==> src/rtl/lhr_pkg.sv <==
package lhr_pkg;

    // Histogram geometry
    localparam int NUM_BUCKETS  = 155;
    localparam int COUNTER_BITS = 32;
    localparam int NUM_BOUNDS   = 153;
    localparam int ADDR_W       = $clog2(NUM_BUCKETS);
    localparam int BIDX_W       = $clog2(NUM_BOUNDS + 1);

    // Field widths
    localparam int VAL_W     = 64;
    localparam int IDX_W     = 8;
    localparam int CNT_OUT_W = 32;

    // Result queue
    localparam int FIFO_DEPTH = 8;
    localparam int FIFO_AW    = $clog2(FIFO_DEPTH);
    localparam int OUTST_W    = $clog2(FIFO_DEPTH + 1);

    // Request codes
    localparam logic REQ_RECORD = 1'b0;
    localparam logic REQ_READ   = 1'b1;

    typedef struct packed {
        logic             req_type;
        logic [VAL_W-1:0] sample_value;
        logic [IDX_W-1:0] bucket_select;
    } req_t;

    typedef struct packed {
        logic [IDX_W-1:0]     bucket_index;
        logic [CNT_OUT_W-1:0] bucket_count;
        logic [VAL_W-1:0]     min_value;
        logic [VAL_W-1:0]     max_value;
        logic [VAL_W-1:0]     total_sum;
        logic [VAL_W-1:0]     sample_count;
    } rsp_t;

    // Counter store commands
    typedef struct packed {
        logic              en;
        logic [ADDR_W-1:0] addr;
    } rd_cmd_t;

    typedef struct packed {
        logic              en;
        logic              incr;
        logic [ADDR_W-1:0] addr;
    } commit_t;

    // Bucket boundaries, ascending; bucket = number of boundaries below the sample
    localparam logic [VAL_W-1:0] BOUNDS [NUM_BOUNDS] = '{
        64'd1, 64'd2, 64'd3, 64'd4, 64'd5, 64'd6, 64'd7, 64'd8, 64'd9, 64'd10,
        64'd12, 64'd14, 64'd16, 64'd18, 64'd20, 64'd25, 64'd30, 64'd35,
        64'd40, 64'd45, 64'd50, 64'd60, 64'd70, 64'd80, 64'd90, 64'd100,
        64'd120, 64'd140, 64'd160, 64'd180, 64'd200, 64'd250, 64'd300, 64'd350,
        64'd400, 64'd450, 64'd500, 64'd600, 64'd700, 64'd800, 64'd900, 64'd1000,
        64'd1200, 64'd1400, 64'd1600, 64'd1800, 64'd2000, 64'd2500, 64'd3000,
        64'd3500, 64'd4000, 64'd4500, 64'd5000, 64'd6000, 64'd7000, 64'd8000,
        64'd9000, 64'd10000,
        64'd12000, 64'd14000, 64'd16000, 64'd18000, 64'd20000, 64'd25000,
        64'd30000, 64'd35000, 64'd40000, 64'd45000, 64'd50000, 64'd60000,
        64'd70000, 64'd80000, 64'd90000, 64'd100000,
        64'd120000, 64'd140000, 64'd160000, 64'd180000, 64'd200000, 64'd250000,
        64'd300000, 64'd350000, 64'd400000, 64'd450000, 64'd500000, 64'd600000,
        64'd700000, 64'd800000, 64'd900000, 64'd1000000,
        64'd1200000, 64'd1400000, 64'd1600000, 64'd1800000, 64'd2000000,
        64'd2500000, 64'd3000000, 64'd3500000, 64'd4000000, 64'd4500000,
        64'd5000000, 64'd6000000, 64'd7000000, 64'd8000000, 64'd9000000,
        64'd10000000,
        64'd12000000, 64'd14000000, 64'd16000000, 64'd18000000, 64'd20000000,
        64'd25000000, 64'd30000000, 64'd35000000, 64'd40000000, 64'd45000000,
        64'd50000000, 64'd60000000, 64'd70000000, 64'd80000000, 64'd90000000,
        64'd100000000,
        64'd120000000, 64'd140000000, 64'd160000000, 64'd180000000,
        64'd200000000, 64'd250000000, 64'd300000000, 64'd350000000,
        64'd400000000, 64'd450000000, 64'd500000000, 64'd600000000,
        64'd700000000, 64'd800000000, 64'd900000000, 64'd1000000000,
        64'd1200000000, 64'd1400000000, 64'd1600000000, 64'd1800000000,
        64'd2000000000, 64'd2500000000, 64'd3000000000, 64'd3500000000,
        64'd4000000000, 64'd4500000000, 64'd5000000000, 64'd6000000000,
        64'd7000000000, 64'd8000000000, 64'd9000000000
    };

endpackage

==> src/rtl/lhr_if.sv <==


// Result channel
interface lhr_rsp_if;
    logic          valid;
    logic          ready;
    lhr_pkg::rsp_t data;

    modport source (output valid, output data, input ready);
    modport sink (input valid, input data, output ready);
endinterface

==> src/rtl/lhr_out_fifo.sv <==
module lhr_out_fifo (
    input  logic            clk,
    input  logic            rst_n,
    input  logic            push,
    input  lhr_pkg::rsp_t   push_data,
    lhr_rsp_if.source       rsp
);

    lhr_pkg::rsp_t                entries [lhr_pkg::FIFO_DEPTH];
    logic [lhr_pkg::FIFO_AW-1:0]  wr_ptr_reg;
    logic [lhr_pkg::FIFO_AW-1:0]  rd_ptr_reg;
    logic [lhr_pkg::OUTST_W-1:0]  fill_reg;
    logic                         pop;

    assign pop       = rsp.valid && rsp.ready;
    assign rsp.valid = (fill_reg != '0);
    assign rsp.data  = entries[rd_ptr_reg];

    always_ff @(posedge clk)
    begin
        if (push)
        begin
            entries[wr_ptr_reg] <= push_data;
        end
    end

    // Pointers and fill level
    always_ff @(posedge clk or negedge rst_n)
    begin
        if (!rst_n)
        begin
            wr_ptr_reg <= '0;
            rd_ptr_reg <= '0;
            fill_reg   <= '0;
        end
        else
        begin
            if (push)
            begin
                wr_ptr_reg <= wr_ptr_reg + 1'b1;
            end
            if (pop)
            begin
                rd_ptr_reg <= rd_ptr_reg + 1'b1;
            end
            fill_reg <= fill_reg + lhr_pkg::OUTST_W'(push) - lhr_pkg::OUTST_W'(pop);
        end
    end

endmodule

==> src/flat_wrapper.sv <==
// flat-port wrapper written by rule: the top's interface ports become plain ports
module lhr_out_fifo_flat 
  (clk, rst_n, push, push_data, rsp_valid, rsp_data, rsp_ready);
  lhr_rsp_if rsp_i ();
  input  logic clk;
  input  logic rst_n;
  input  logic push;
  input  lhr_pkg::rsp_t push_data;
  output wire logic [$bits(rsp_i.valid)-1:0] rsp_valid;
  output wire logic [$bits(rsp_i.data)-1:0] rsp_data;
  input wire logic [$bits(rsp_i.ready)-1:0] rsp_ready;
  assign rsp_valid = rsp_i.valid;
  assign rsp_data = rsp_i.data;
  assign rsp_i.ready = rsp_ready;
  lhr_out_fifo u_core (.clk(clk), .rst_n(rst_n), .push(push), .push_data(push_data), .rsp(rsp_i));
endmodule
==> config.mk <==
export PLATFORM = sky130hd
export DESIGN_NAME = lhr_out_fifo_flat
export DESIGN_NICKNAME = d
export VERILOG_FILES = /design/src/rtl/lhr_pkg.sv /design/src/rtl/lhr_if.sv /design/src/rtl/lhr_out_fifo.sv /design/src/flat_wrapper.sv
export SDC_FILE = /design/constraint.sdc
export NUM_CORES = 2
export LEC_CHECK = 0
export BUFFER_PORTS_ARGS = -buffer_cell sky130_fd_sc_hd__buf_2
export CAP_MARGIN = 25
export CORE_MARGIN = 1
export CORE_UTILIZATION = 63
export CTS_BUF_LIST = sky130_fd_sc_hd__clkbuf_2
export CTS_CLUSTER_SIZE = 40
export DETAILED_ROUTE_END_ITERATION = 8
export GPL_TIMING_DRIVEN = 0
export MAX_ROUTING_LAYER = met4
export PLACE_DENSITY = 0.83
export SLEW_MARGIN = 15
export SYNTH_ARGS = -nofsm -noshare
export SYNTH_HDL_FRONTEND = slang
export SYNTH_SLANG_ARGS = --single-unit
==> constraint.sdc <==
create_clock -name clk -period 43 [get_ports clk]
set_input_delay 2.15 -clock clk [delete_from_list [all_inputs] [get_ports clk]]
set_output_delay 2.15 -clock clk [all_outputs]
set_load 0.02 [all_outputs]
==> results.toml <==
[synth]
yosysTopAreaCellShare_pct = 79.5
ys_warn_count = 0
synthTopCellsByArea = "edfxtp_1, mux4_2, mux2_2, buf_6, dfrtp_1"
syn_avg_cell_area_um2 = 25.7
yosysUniqueCellTypes = 21
synth_edf_count = 2368
yosysSeqAreaShare_pct = 79.8
syn-num-nets = 3783
synth-main-ff-cell = "edfxtp_1"
synth_area_um2 = 89500
syn_inst = 3475
yosys.area.top_type = "edfxtp_1"
synthArstFlopShare_pct = 0.421
ys_ff_latch = 2378

[cells_and_area]
nets = 5138
layout_commonest_cell = "edfxtp_1"
nFillCells = 7657
final_core_util_pct = 73.3
layout_common_cells = "edfxtp_1, clkbuf_2, buf_2"
largest_register_ffs = 2368
final_cells = 7173
layout-drive-gt1-share_pct = 50.3
area_growth_syn_to_layout_pct = 15.0

[clock_tree]
ctsResizeCount = 0
cts_htree_levels = 6
cts_num_sinks = 2378
postCtsHoldBufs = 0
cts_buffer_depth = 4
clkSlewWorstSetupHoldPaths_ns = 0.12
root_buffer = "clkbuf_2"
cts_setup_buffers = 0
cts_inserted_buffers = 576
cts_tree = "yes"
clk-insertion-delay-late_ns = 1.69

[sta]
final-hold-violation-count = 0
finalCritPeriodShare_pct = 15.3
worstMarginPinSlew_ns = 1.06
skew_ns = 0.127
final.min_clock_period_ns = 6.57
finalSetupViolCount = 0
setup_tns_ns = 0
max_freq_mhz = 152
relSlewSlack_pct = 29.6
final-max-slew-violation-count = 0
rsz0062_at_grt = "no"

[global_route]
grt_overflow_total = 0
grt_pass1_vias = 45884
grt_util_all_layers_pct = 29.3
grt_max_degree = 23
antenna_found_initial = 80
grt_pass1_wl_um = 290000

[drt]
vias = 43842
drtIter0Drc = 4388
ant_nets = 0
wire_per_inst_um = 28.2
drc = 0
first_pass_iters = 5
routed_wl_um = 202000
vias_per_cell = 6.11

[placed_design]
dp_hpwl_um = 135000
place_inst = 6127
port_buffers = 596
gp_congestion = 0.756

[critical_path]
crit_chain = "buf_2 -> buf_2 -> buf_1 -> mux4_2 -> mux2_2 -> buf_2"
crit_arrival_ns = 4.42
critPathKind = "reg2out"
start_kind = "flop"
rrSetupSlack_ns = 38.86
critPathRequiredTime_ns = 40.85
critPathMaxFanout = 10
crit_path_frequent_cell = "buf_2"
slowest_delay_ns = 0.84
worstSetupEndpointType = "output pin"
cp_slowest_cell = "buf_1"

[flow_run]
maxCapViolCount = 0

[floorplan]
std_cell_rows = 137
core_region_area_um2 = 140000
fp.dieArea_um2 = 143000
initial_utilization_pct = 63.8
pin_count = 597
die_w_um = 379
die_h_um = 379

[pwr]
powerDensity_nw_per_um2 = 67.8
finalPower_mw = 6.97
peakVddDrop_v = 0.0000489
p_leak_nw = 34.8

[min_path]
hold_class = "in2async"

[run_status]
status = "finished, final reports clean"
stage by stage:
stage	setup WS, ns	instance area [um2]	hold WS, ns
global route	36.15	103000	0.185
global placement	-0.186	94800	0.530
detailed placement	36.93	97800	0.557
floorplan	19.54	89500	0.517
finish	36.43	103000	0.392
CTS	36.02	103000	0.131
kinds of logic (layout without fill, tap and decap cells):
group / Yosys count / in the layout / synth area share [%]
flops: 2378 / 2378 / 79.8
mux: 890 / 890 / 18.7
buf+inv: 174 / 1906 / 1.29
simple gates: 17 / 17 / 0.0895
fa+ha+maj: 8 / 8 / 0.120
xor+xnor: 6 / 6 / 0.0587
compound gates: 2 / 2 / 0.0140
other cells: 0 / 90 / 0
cell usage after synthesis (all sizes together), types with 3 or more instances:
master,n
ha,7
mux4,592
buf,121
nor2,6
mux2,298
nand2,4
inv,9
nand2b,3
edfxtp,2368
dfrtp,10
clkbuf,44
xnor2,4
final cells by class:
type                            instances  area [um2]  share of cell area [%]
Antenna cell                           90         225                   0.219
Buffer                                165        1120                    1.09
Clock buffer                          821        4110                    4.00
Clock inverter                        134         722                   0.702
Inverter                                9        33.8                  0.0328
Multi-Input combinational cell        923       17000                    16.5
Sequential cell                      2378       71400                    69.4
Tap cell                             1876        2350                    2.28
Timing Repair Buffer                  777        5930                    5.76
path summary, 6_finish.rpt:
path                                             startpoint                          endpoint  depth (start not counted)
min reg2reg                u_core.wr_ptr_reg[1]$_DFFE_PN0P_  u_core.wr_ptr_reg[1]$_DFFE_PN0P_                          1
max                        u_core.rd_ptr_reg[2]$_DFFE_PN0P_                     rsp_data[156]                          6
min                                                   rst_n  u_core.rd_ptr_reg[0]$_DFFE_PN0P_                          1
max in group asynchronous                             rst_n  u_core.wr_ptr_reg[2]$_DFFE_PN0P_                          1
min in group clk           u_core.wr_ptr_reg[1]$_DFFE_PN0P_  u_core.wr_ptr_reg[1]$_DFFE_PN0P_                          1
max reg2reg                u_core.wr_ptr_reg[1]$_DFFE_PN0P_  u_core.entries[2][194]$_DFFE_PP_                         14
where the power goes:
part	total [mW]	internal [mW]	switching (mW)
Combinational	2.62	1.13	1.49
Sequential	2.97	2.90	0.0735
Clock	1.38	0.548	0.833
metal layers:
metal	vias up	GRT usage [%]	wire length [um]
li1	18254	-	-
met1	22553	36.7	72400
met2	2629	45.0	101000
met3	406	9.55	23200
met4	0	11.3	5740
met5	-	-	0
worst max-delay path, delay by kind of cell (launching register included):
kind	cells	cell delay (ns)
mux	2	0.70
flops	1	0.32
buf+inv	4	1.79
Power figures use the tool's default switching activity.
